File: config.mk
export PLATFORM = sky130hd
export DESIGN_NAME = sliding_window_mismatch_filter
export DESIGN_NICKNAME = d
export VERILOG_FILES = /design/src/swmf_pkg.sv /design/src/sliding_window_mismatch_filter.sv /design/src/swmf_cfg.sv /design/src/swmf_core.sv
export SDC_FILE = /design/constraint.sdc
export NUM_CORES = 1
export LEC_CHECK = 0
export ABC_AREA = 1
export ABC_CLOCK_PERIOD_IN_PS = 8900
export BUFFER_PORTS_ARGS = -buffer_cell sky130_fd_sc_hd__buf_2
export CORE_AREA = 2 2 190 192
export CTS_CLUSTER_SIZE = 8
export DETAILED_ROUTE_END_ITERATION = 16
export DIE_AREA = 0 0 192 194
export PLACE_DENSITY = 0.86
export SLEW_MARGIN = 40
export SYNTH_ARGS = -nofsm -noshare
export SYNTH_HDL_FRONTEND = slang
export SYNTH_SLANG_ARGS = --single-unit
File: constraint.sdc
create_clock -name clk -period 8.9 [get_ports clk]
set_input_delay 1.78 -clock clk [delete_from_list [all_inputs] [get_ports clk]]
set_output_delay 1.78 -clock clk [all_outputs]
set_load 0.05 [all_outputs]
File: src/swmf_pkg.sv
package swmf_pkg;

  localparam int MAX_WINDOW = 64;
  localparam int POS_BITS = 28;
  localparam int CNT_W = $clog2(MAX_WINDOW + 1);
  localparam int IDX_W = $clog2(MAX_WINDOW);
  localparam int BASE_W = 8;
  localparam int WLEN_W = 7;
  localparam int DIFF_W = 6;
  localparam int TOTAL_W = 7;
  localparam int ADDR_W = 3;
  localparam int DATA_W = 32;

  localparam logic [WLEN_W-1:0] WINDOW_LEN_RST = WLEN_W'(25);
  localparam logic [DIFF_W-1:0] MAX_DIFF_RST = DIFF_W'(3);

  typedef enum logic [0:0] {
    REG_WINDOW_LEN = 1'b0,
    REG_MAX_DIFF   = 1'b1
  } reg_idx_t;

  typedef struct packed {
    logic [BASE_W-1:0]   target_base;
    logic [BASE_W-1:0]   query_base;
    logic                first_of_region;
    logic [POS_BITS-1:0] region_target_start;
    logic [POS_BITS-1:0] region_query_start;
  } in_word_t;

  typedef struct packed {
    logic                window_full;
    logic                is_hit;
    logic [POS_BITS-1:0] hit_target_pos;
    logic [POS_BITS-1:0] hit_query_pos;
    logic [TOTAL_W-1:0]  mismatch_total;
  } out_word_t;

  typedef struct packed {
    logic [WLEN_W-1:0] window_len;
    logic [DIFF_W-1:0] max_diff;
    logic              len_wr;
  } cfg_ctl_t;

  function automatic logic [CNT_W-1:0] eff_len(input logic [WLEN_W-1:0] wl);
    logic [CNT_W-1:0] len;
    if (wl == '0) begin
      len = CNT_W'(1);
    end else if (int'(wl) > MAX_WINDOW) begin
      len = CNT_W'(MAX_WINDOW);
    end else begin
      len = CNT_W'(wl);
    end
    return len;
  endfunction

endpackage

File: src/sliding_window_mismatch_filter.sv
// An accepted word waits in the input register (inq), then its result is
// registered. One word per cycle; result_stall holds a waiting result
// and one held word, and a window_len write stops intake (busy) while
// the effective window length (1 to 64) is recounted.
// Reset (rst, synchronous) empties both stages, clears the window and origins,
// and sets window_len to 25 and max_diff to 3.
module sliding_window_mismatch_filter (
  input  logic                        clk,
  input  logic                        rst,
  input  logic                        item_valid,
  output logic                        item_stall,
  input  swmf_pkg::in_word_t          item,
  output logic                        result_valid,
  input  logic                        result_stall,
  output swmf_pkg::out_word_t         result,
  input  logic                        psel,
  input  logic                        penable,
  input  logic                        pwrite,
  input  logic [swmf_pkg::ADDR_W-1:0] paddr,
  input  logic [swmf_pkg::DATA_W-1:0] pwdata,
  output logic [swmf_pkg::DATA_W-1:0] prdata,
  output logic                        pready
);

  swmf_pkg::cfg_ctl_t  ctl;
  swmf_pkg::in_word_t  inq;
  swmf_pkg::out_word_t core_result;
  logic                inq_valid;
  logic                busy;
  logic                blocked;
  logic                step;
  logic                accept;

  assign blocked = result_valid & result_stall;
  assign step = inq_valid & ~blocked & ~busy;
  assign item_stall = busy | (inq_valid & blocked);
  assign accept = item_valid & ~item_stall;

  swmf_cfg u_cfg (
    .clk     (clk),
    .rst     (rst),
    .psel    (psel),
    .penable (penable),
    .pwrite  (pwrite),
    .paddr   (paddr),
    .pwdata  (pwdata),
    .prdata  (prdata),
    .pready  (pready),
    .ctl     (ctl)
  );

  swmf_core u_core (
    .clk    (clk),
    .rst    (rst),
    .ctl    (ctl),
    .item   (inq),
    .step   (step),
    .result (core_result),
    .busy   (busy)
  );

  always_ff @(posedge clk) begin
    if (rst) begin
      inq_valid <= 1'b0;
      result_valid <= 1'b0;
    end else begin
      inq_valid <= accept | (inq_valid & ~step);
      result_valid <= step | blocked;
    end
  end

  always_ff @(posedge clk) begin
    if (accept) begin
      inq <= item;
    end
    if (step) begin
      result <= core_result;
    end
  end

  a_hit_needs_full: assert property (@(posedge clk) disable iff (rst)
    result_valid && result.is_hit |-> result.window_full)
    else $error("hit flagged on a partial window");

endmodule

File: src/swmf_cfg.sv
module swmf_cfg (
  input  logic                          clk,
  input  logic                          rst,
  input  logic                          psel,
  input  logic                          penable,
  input  logic                          pwrite,
  input  logic [swmf_pkg::ADDR_W-1:0]   paddr,
  input  logic [swmf_pkg::DATA_W-1:0]   pwdata,
  output logic [swmf_pkg::DATA_W-1:0]   prdata,
  output logic                          pready,
  output swmf_pkg::cfg_ctl_t            ctl
);

  logic [swmf_pkg::WLEN_W-1:0] window_len;
  logic [swmf_pkg::DIFF_W-1:0] max_diff;
  logic                        len_wr;
  logic                        wr;
  swmf_pkg::reg_idx_t          idx;

  assign pready = 1'b1;
  assign wr = psel & penable & pwrite & pready;
  assign idx = swmf_pkg::reg_idx_t'(paddr[2]);

  always_ff @(posedge clk) begin
    if (rst) begin
      window_len <= swmf_pkg::WINDOW_LEN_RST;
      max_diff <= swmf_pkg::MAX_DIFF_RST;
      len_wr <= 1'b0;
    end else begin
      len_wr <= wr && (idx == swmf_pkg::REG_WINDOW_LEN);
      if (wr) begin
        case (idx)
          swmf_pkg::REG_WINDOW_LEN: window_len <= pwdata[swmf_pkg::WLEN_W-1:0];
          swmf_pkg::REG_MAX_DIFF: max_diff <= pwdata[swmf_pkg::DIFF_W-1:0];
          default: ;
        endcase
      end
    end
  end

  always_comb begin
    case (idx)
      swmf_pkg::REG_WINDOW_LEN: prdata = swmf_pkg::DATA_W'(window_len);
      swmf_pkg::REG_MAX_DIFF: prdata = swmf_pkg::DATA_W'(max_diff);
      default: prdata = '0;
    endcase
  end

  assign ctl.window_len = window_len;
  assign ctl.max_diff = max_diff;
  assign ctl.len_wr = len_wr;

endmodule

File: src/swmf_core.sv
module swmf_core (
  input  logic                clk,
  input  logic                rst,
  input  swmf_pkg::cfg_ctl_t  ctl,
  input  swmf_pkg::in_word_t  item,
  input  logic                step,
  output swmf_pkg::out_word_t result,
  output logic                busy
);

  localparam logic [swmf_pkg::POS_BITS-1:0] POS_MAX = '1;

  logic [swmf_pkg::MAX_WINDOW-1:0] line;
  logic [swmf_pkg::MAX_WINDOW-1:0] scratch;
  logic [swmf_pkg::CNT_W-1:0]      count;
  logic [swmf_pkg::CNT_W-1:0]      left;
  logic [swmf_pkg::POS_BITS-1:0]   items;
  logic [swmf_pkg::POS_BITS-1:0]   target_origin;
  logic [swmf_pkg::POS_BITS-1:0]   query_origin;

  logic [swmf_pkg::CNT_W-1:0]      len;
  logic [swmf_pkg::CNT_W-1:0]      len_m1;
  logic [swmf_pkg::MAX_WINDOW-1:0] base_line;
  logic [swmf_pkg::MAX_WINDOW-1:0] line_next;
  logic [swmf_pkg::CNT_W-1:0]      base_cnt;
  logic [swmf_pkg::CNT_W-1:0]      count_next;
  logic [swmf_pkg::POS_BITS-1:0]   items_base;
  logic [swmf_pkg::POS_BITS-1:0]   items_next;
  logic [swmf_pkg::POS_BITS-1:0]   t_org;
  logic [swmf_pkg::POS_BITS-1:0]   q_org;
  logic [swmf_pkg::POS_BITS-1:0]   off;
  logic                            mbit;
  logic                            leave;
  logic                            full;

  assign busy = ctl.len_wr | (left != '0);

  always_comb begin
    len = swmf_pkg::eff_len(ctl.window_len);
    len_m1 = len - swmf_pkg::CNT_W'(1);
    base_line = item.first_of_region ? '0 : line;
    base_cnt = item.first_of_region ? '0 : count;
    mbit = item.target_base != item.query_base;
    leave = base_line[len_m1[swmf_pkg::IDX_W-1:0]];
    line_next = {base_line[swmf_pkg::MAX_WINDOW-2:0], mbit};
    count_next = base_cnt + swmf_pkg::CNT_W'(mbit) - swmf_pkg::CNT_W'(leave);
    items_base = item.first_of_region ? '0 : items;
    items_next = (items_base == POS_MAX) ? items_base
                                         : items_base + swmf_pkg::POS_BITS'(1);
    t_org = item.first_of_region ? item.region_target_start : target_origin;
    q_org = item.first_of_region ? item.region_query_start : query_origin;
    full = items_next >= swmf_pkg::POS_BITS'(len);
    off = items_next - swmf_pkg::POS_BITS'(len);
    result.window_full = full;
    result.is_hit = full && (32'(count_next) <= 32'(ctl.max_diff));
    result.hit_target_pos = full ? t_org + off : '0;
    result.hit_query_pos = full ? q_org + off : '0;
    result.mismatch_total = swmf_pkg::TOTAL_W'(count_next);
  end

  // advance the window on each step; recount the window after a length change, one bit per cycle
  always_ff @(posedge clk) begin
    if (rst) begin
      line <= '0;
      count <= '0;
      left <= '0;
      items <= '0;
      target_origin <= '0;
      query_origin <= '0;
    end else if (step) begin
      line <= line_next;
      count <= count_next;
      items <= items_next;
      target_origin <= t_org;
      query_origin <= q_org;
    end else if (ctl.len_wr) begin
      count <= '0;
      left <= len;
    end else if (left != '0) begin
      count <= count + swmf_pkg::CNT_W'(scratch[0]);
      left <= left - swmf_pkg::CNT_W'(1);
    end
  end

  always_ff @(posedge clk) begin
    if (ctl.len_wr) begin
      scratch <= line;
    end else if (left != '0) begin
      scratch <= scratch >> 1;
    end
  end

  a_count_in_window: assert property (@(posedge clk) disable iff (rst)
    !busy |-> count <= len)
    else $error("mismatch count exceeds window length");

  a_region_restart: assert property (@(posedge clk) disable iff (rst)
    step && item.first_of_region |=> count == swmf_pkg::CNT_W'($past(mbit)))
    else $error("count not restarted at region start");

endmodule
==> flow_summary.yaml, run 1 <==
logic_synthesis:
  ys_warn_count: 0
  seq_area_frac_synth: 0.462
  ys_ff_latch: 380
  synth-async-reset-ratio: 0
  syn-cell-area_um2: 20800
  netlist-cell-type-count: 56
  synth_edf_count: 202
  yosys.area.top_type_share: 0.291
  synth_area_leaders: "edfxtp_1, dfxtp_1, o21ai_0"
  syn_avg_cell_area_um2: 8.23
  synth_ff_type: "edfxtp_1"
  postSynthCellCount: 2530
  synth_top_area_cell: "edfxtp_1"
cts:
  cts_tree: "built"
  cts_resized: 0
  htreeDepth: 2
  cts_buffer_depth: 3
  path_clk_slew_ns: 0.05
  cts_buffers: 53
  post-cts-setup-buffers: 0
  insertion_delay_ns: 0.60
  cts.sinks: 380
  holdBufCountCts: 0
  root_buffer: "clkbuf_16"
worst_setup_path:
  path_buf_inv: 3
  cp_slowest_cell: "inv_2"
  crit_path_max_incr_delay_ns: 0.68
  cp-start-kind: "flip-flop"
  path_common_cell: "nand2_1"
  worst_ep_required_time_ns: 9.25
  end_kind: "flip-flop"
  crit_type: "flip-flop to flip-flop"
  cp_top_family: "simple AND/OR/NAND/NOR gates"
  critPathMaxFanout: 43
  crit_path_start: "inq[56]"
  r2r_slack_ns: 1.51
  worstReg2RegStart: "inq[56]"
  arrival_ns: 7.73
cells_and_area:
  area_growth_pct: 12.0
  n_antenna_cell: 0
  layout_commonest_cell: "nand2_1"
  fin_area_um2: 23300
  final_cell_mix: "nand2_1, o21ai_0, inv_1"
  fin_nets: 2850
  final_util: 0.662
  drive_gt1_frac: 0.124
timing:
  drv_slew: 0
  finalSetupViolations: 0
  clock.fmax_mhz: 135
  post-route-min-period_ns: 7.39
  tns_ns: 0
  clock_skew_ns: 0.0335
  period_share: 0.830
  worstMarginPinSlew_ns: 0.856
  maxSlewHeadroom: 0.429
  rsz0062_at_grt: "no"
  hold_viol: 0
  setup_ws_ns: 1.51
placed_design:
  place_area_um2: 21700
  place_congestion: 0.986
  portBuffers: 161
  dp_hpwl_mm: 36.8
  place_ws_ns: 1.66
global_route:
  grt_max_degree: 175
  grt_pass1_wl_mm: 86.4
  grt_pass1_vias: 17400
  grt_antenna_before_repair: 0
  grt_overflow_total: 0
  grt_util_all_layers: 0.288
worst_hold_path:
  hold_path_class: "flip-flop to flip-flop"
  hold_start: "u_core.target_origin[17]"
power:
  p_leak_uw: 0.00993
  p_per_area_nw_per_um2: 396
  vdd_drop_max_v: 0.000329
routing:
  vias: 18200
  first_iter_violations: 1650
  wire_per_inst_um: 17.3
  drt_wl_total_mm: 54.5
  ant_nets: 0
  firstDrtPassIters: 6
  vias_per_cell: 5.77
  drc: 0
floorplanning:
  io_pins: 215
  row_count: 69
  die_w_um: 192
  dieArea_um2: 37200
  die_h_um: 194
  start_util: 0.591
  core_area_um2: 35200
status:
  status: "finished, final reports clean"
job:
  cap_violations: 0
==> where the power goes <==
| group | switching [µW] | internal [µW] |
|---|---|---|
| Sequential | 165 | 2500 |
| Clock | 758 | 1120 |
| Combinational | 3220 | 1480 |
| Total | 4140 | 5100 |
==> per-stage QoR <==
step           total power (µW)  cells  hold slack (ns)
2_1_floorplan              6240   2554            0.424
3_3_place_gp               7100   3051            0.433
3_5_place_dp               7250   3052            0.441
4_1_cts                    9180   3152            0.450
5_1_grt                    9840   3154            0.463
6_report                   9250   3154            0.448
==> registers in the layout, summed over array words and instances (netlist names), 28 cells and up <==
| name | cells |
|---|---|
| u_core.line | 64 |
| u_core.query_origin | 28 |
| u_core.target_origin | 28 |
| inq | 73 |
| u_core.scratch | 64 |
| u_core.items | 28 |
| result | 65 |
==> cell usage after synthesis (6+ instances only) <==
library cell    n
clkbuf_1       95
inv_2           6
buf_4          27
a21oi_1       232
nand2_2        11
nand4_1        13
or2_2           9
o21ai_0       333
edfxtp_1      202
nand2_1       430
o21bai_1        9
a211oi_1       10
a21o_1          8
nor2_4          8
nor2_2         39
o211ai_1       36
xor2_1         52
ha_1           83
nand3b_1        8
dfxtp_1       178
nor3_1         14
xnor2_1        40
inv_1         289
nand3_2        10
nand3_1       110
nor2_1        210
==> final timing paths <==
| check | to | cells after the start |
|---|---|---|
| max | result[61] | 33 |
| min | u_core.target_origin[17] | 2 |
| max reg2reg | result[61] | 33 |
| min reg2reg | u_core.target_origin[17] | 2 |
==> routing by layer <==
| layer | up-vias | global-route usage | part of all wire |
|---|---|---|---|
| met1 | 8439 | 0.377 | 0.41 |
| met5 | - | 0 | 0 |
| met3 | 166 | 0.0478 | 0.082 |
| met4 | 0 | 0.138 | 0.040 |
| li1 | 8668 | - | - |
| met2 | 920 | 0.465 | 0.47 |
==> layout make-up <==
| cell class | count | area, µm² |
|---|---|---|
| Fill cell | 2780 | 11900 |
| Tap cell | 461 | 577 |
| Timing Repair Buffer | 177 | 986 |
| Sequential cell | 380 | 9630 |
| Inverter | 299 | 1130 |
| Clock inverter | 4 | 42.5 |
| Multi-Input combinational cell | 1737 | 9470 |
| Clock buffer | 96 | 1490 |
==> cells by family (layout without fill, tap and decap cells) <==
group | Yosys count | after routing | share of synthesized area
AO/OA/AOI/OAI | 649 | 649 | 0.166
AND/OR/NAND/NOR | 882 | 882 | 0.189
adder cells (fa/ha/maj) | 87 | 87 | 0.0537
flip-flops | 380 | 380 | 0.462
buffers and inverters | 437 | 576 | 0.0888
XOR/XNOR | 93 | 93 | 0.0395
other | 2 | 26 | 0.000361
==> worst register-to-register path: cells and delay by family, from the launching register on <==
family / cells / cell delay [ns]
AND/OR/NAND/NOR: 24 / 3.74
buffers and inverters: 3 / 1.23
adder cells (fa/ha/maj): 2 / 0.64
AO/OA/AOI/OAI: 3 / 0.57
flip-flops: 1 / 0.54
XOR/XNOR: 1 / 0.46
Power figures use the tool's default switching activity.
==> inputs of run 2 (changes only) <==
- ABC_AREA: 1 -> 0
- ABC_CLOCK_PERIOD_IN_PS: 8900 -> 7200
- CORE_AREA: 2 2 190 192 -> 2 2 187 189
- DIE_AREA: 0 0 192 194 -> 0 0 189 191
- clock period: 8.9 -> 7.2 ns (I/O delays scaled with it)
==> flow_summary.yaml, run 2 <==
job:
  cap_violations: 0
worst_setup_path:
  critPathMaxFanout: 6
  cp-endpoint: "result[33]"
  worstReg2RegStart: "inq[56]"
  crit_path_start: "inq[56]"
  cp-start-kind: "flip-flop"
  worst_ep_required_time_ns: 7.54
  cp_slowest_cell: "edfxtp_1"
  crit_type: "flip-flop to flip-flop"
  r2r-end: "result[33]"
  r2r_slack_ns: 0.26
  arrival_ns: 7.28
  reg2reg_depth: 28
  path_common_cell: "ha_1"
  crit_path_max_incr_delay_ns: 0.50
  end_kind: "flip-flop"
timing:
  period_share: 0.964
  clock_skew_ns: 0.0403
  hold_viol: 0
  maxSlewHeadroom: 0.468
  clock.fmax_mhz: 144
  finalSetupViolations: 0
  worstMarginPinSlew_ns: 0.787
  setup_ws_ns: 0.258
  post-route-min-period_ns: 6.94
  drv_slew: 0
worst_hold_path:
  hold_path_class: "flip-flop to flip-flop"
cts:
  cts_buffers: 53
  cts_tree: "built"
  insertion_delay_ns: 0.62
  htreeDepth: 2
  cts.sinks: 380
  root_buffer: "clkbuf_16"
  holdBufCountCts: 0
  path_clk_slew_ns: 0.05
  cts_buffer_depth: 3
logic_synthesis:
  synth-async-reset-ratio: 0
  synth_top_area_cell: "edfxtp_1"
  seq_area_frac_synth: 0.478
  synth_edf_count: 202
  syn_avg_cell_area_um2: 10.2
  syn-cell-area_um2: 20100
  synth_ff_type: "edfxtp_1"
  ys_ff_latch: 380
  yosys.area.top_type_share: 0.301
  synth.most_common_cell: "nand2_1"
  synth_area_leaders: "edfxtp_1, dfxtp_1, mux2_2"
  postSynthCellCount: 1978
  netlist-cell-type-count: 75
  netlist_top_cells_count: "nand2_1, edfxtp_1, a21oi_1"
  ys_warn_count: 0
routing:
  wire_per_inst_um: 18.8
  vias_per_cell: 6.04
  ant_nets: 0
  first_iter_violations: 1128
  firstDrtPassIters: 6
  drc: 0
  vias: 15800
  drt_wl_total_mm: 49.2
cells_and_area:
  largest_reg_flops: 73
  layout_commonest_cell: "nand2_1"
  final_util: 0.672
  top_register: "inq"
  fin_nets: 2324
  fill_cells: 2428
  reg_top3: "inq (73), result (65)"
  area_growth_pct: 13.9
  n_antenna_cell: 0
  drive_gt1_frac: 0.199
  final_cell_mix: "nand2_1, edfxtp_1, a21oi_1"
floorplanning:
  die_w_um: 189
  io_pins: 215
  die_h_um: 191
  row_count: 68
  start_util: 0.590
  core_area_um2: 34100
  dieArea_um2: 36100
global_route:
  grt_antenna_before_repair: 0
  grt_util_all_layers: 0.268
  grt_overflow_total: 0
  grt_pass1_vias: 15500
  grt_pass1_wl_mm: 78.0
  grt_max_degree: 115
placed_design:
  place_ws_ns: -0.0421
  place_congestion: 0.912
  portBuffers: 161
  dp_hpwl_mm: 32.6
status:
  status: "finished, final reports clean"
power:
  vdd_drop_max_v: 0.000278
  p_per_area_nw_per_um2: 352
  p_leak_uw: 0.00865
## run 2: logic make-up after synthesis
kind of cell	count (synthesis)	synth area share
AND/OR/NAND/NOR	710	0.174
flip-flops	380	0.478
AO/OA/AOI/OAI	362	0.109
buffers and inverters	185	0.0419
multiplexers	160	0.0996
XOR/XNOR	92	0.0414
adder cells (fa/ha/maj)	87	0.0556
other	2	0.000373
## run 2: layout make-up
type	count	area, µm²	share of cell area
multi-input combinational	1437	9850	0.429
sequential	380	9630	0.420
clock buffer	97	1500	0.0655
timing repair buffer	194	1100	0.0480
tap	455	569	0.0248
inverter	56	218	0.00949
clock inverter	3	66.3	0.00289
## run 2: where the power goes
part / total [µW] / internal (µW) / switching (µW)
clock: 2350 / 1400 / 952
combinational: 2760 / 1060 / 1690
sequential: 2970 / 2830 / 140
total: 8070 / 5290 / 2790
## run 2: worst min path at each step
stage	cells past startpoint	startpoint	endpoint	slack (ns)
5_1_grt	2	u_core.target_origin[25]	u_core.target_origin[25]	0.47
6_report	2	u_core.target_origin[18]	u_core.target_origin[18]	0.45
3_3_place_gp	2	u_core.query_origin[14]	u_core.query_origin[14]	0.44
4_1_cts	2	u_core.target_origin[18]	u_core.target_origin[18]	0.45
2_1_floorplan	2	u_core.query_origin[0]	u_core.query_origin[0]	0.43
3_5_place_dp	2	u_core.target_origin[18]	u_core.target_origin[18]	0.45
## run 2: repair_timing
item	4_1_cts	5_1_grt
endpoints found under the hold margin	0	0
setup endpoints to repair	4	15
gates resized for setup	2	15
pin swaps	0	2
setup buffers	0	2
cloned	0	0
## run 2: worst max-delay path, delay by kind of cell (launching register included)
| family | cells | cell delay, ns |
|---|---|---|
| compound gates | 10 | 2.31 |
| xor+xnor | 2 | 0.40 |
| fa+ha+maj | 4 | 1.32 |
| buf+inv | 1 | 0.21 |
| flops | 1 | 0.50 |
| mux | 1 | 0.21 |
| simple gates | 10 | 1.73 |
## run 2: per-layer routing
metal	vias to the layer above	share of wire	global-route usage
met5	-	0	0
met4	0	0.044	0.136
met3	149	0.061	0.0477
met2	627	0.50	0.470
met1	7683	0.40	0.315
li1	7375	-	-
## run 2: per-stage QoR
stage	TNS (ns)	hold slack (ns)	instance area, µm²	instances	power [µW]
after floorplan	0	0.434	20200	2002	5020
after global placement	0	0.439	21200	2517	5480
after detailed placement	-0.105	0.445	21300	2520	5640
after CTS	0	0.452	22800	2620	8030
after global routing	-0.0416	0.473	22900	2622	8460
final	0	0.450	22900	2622	8070
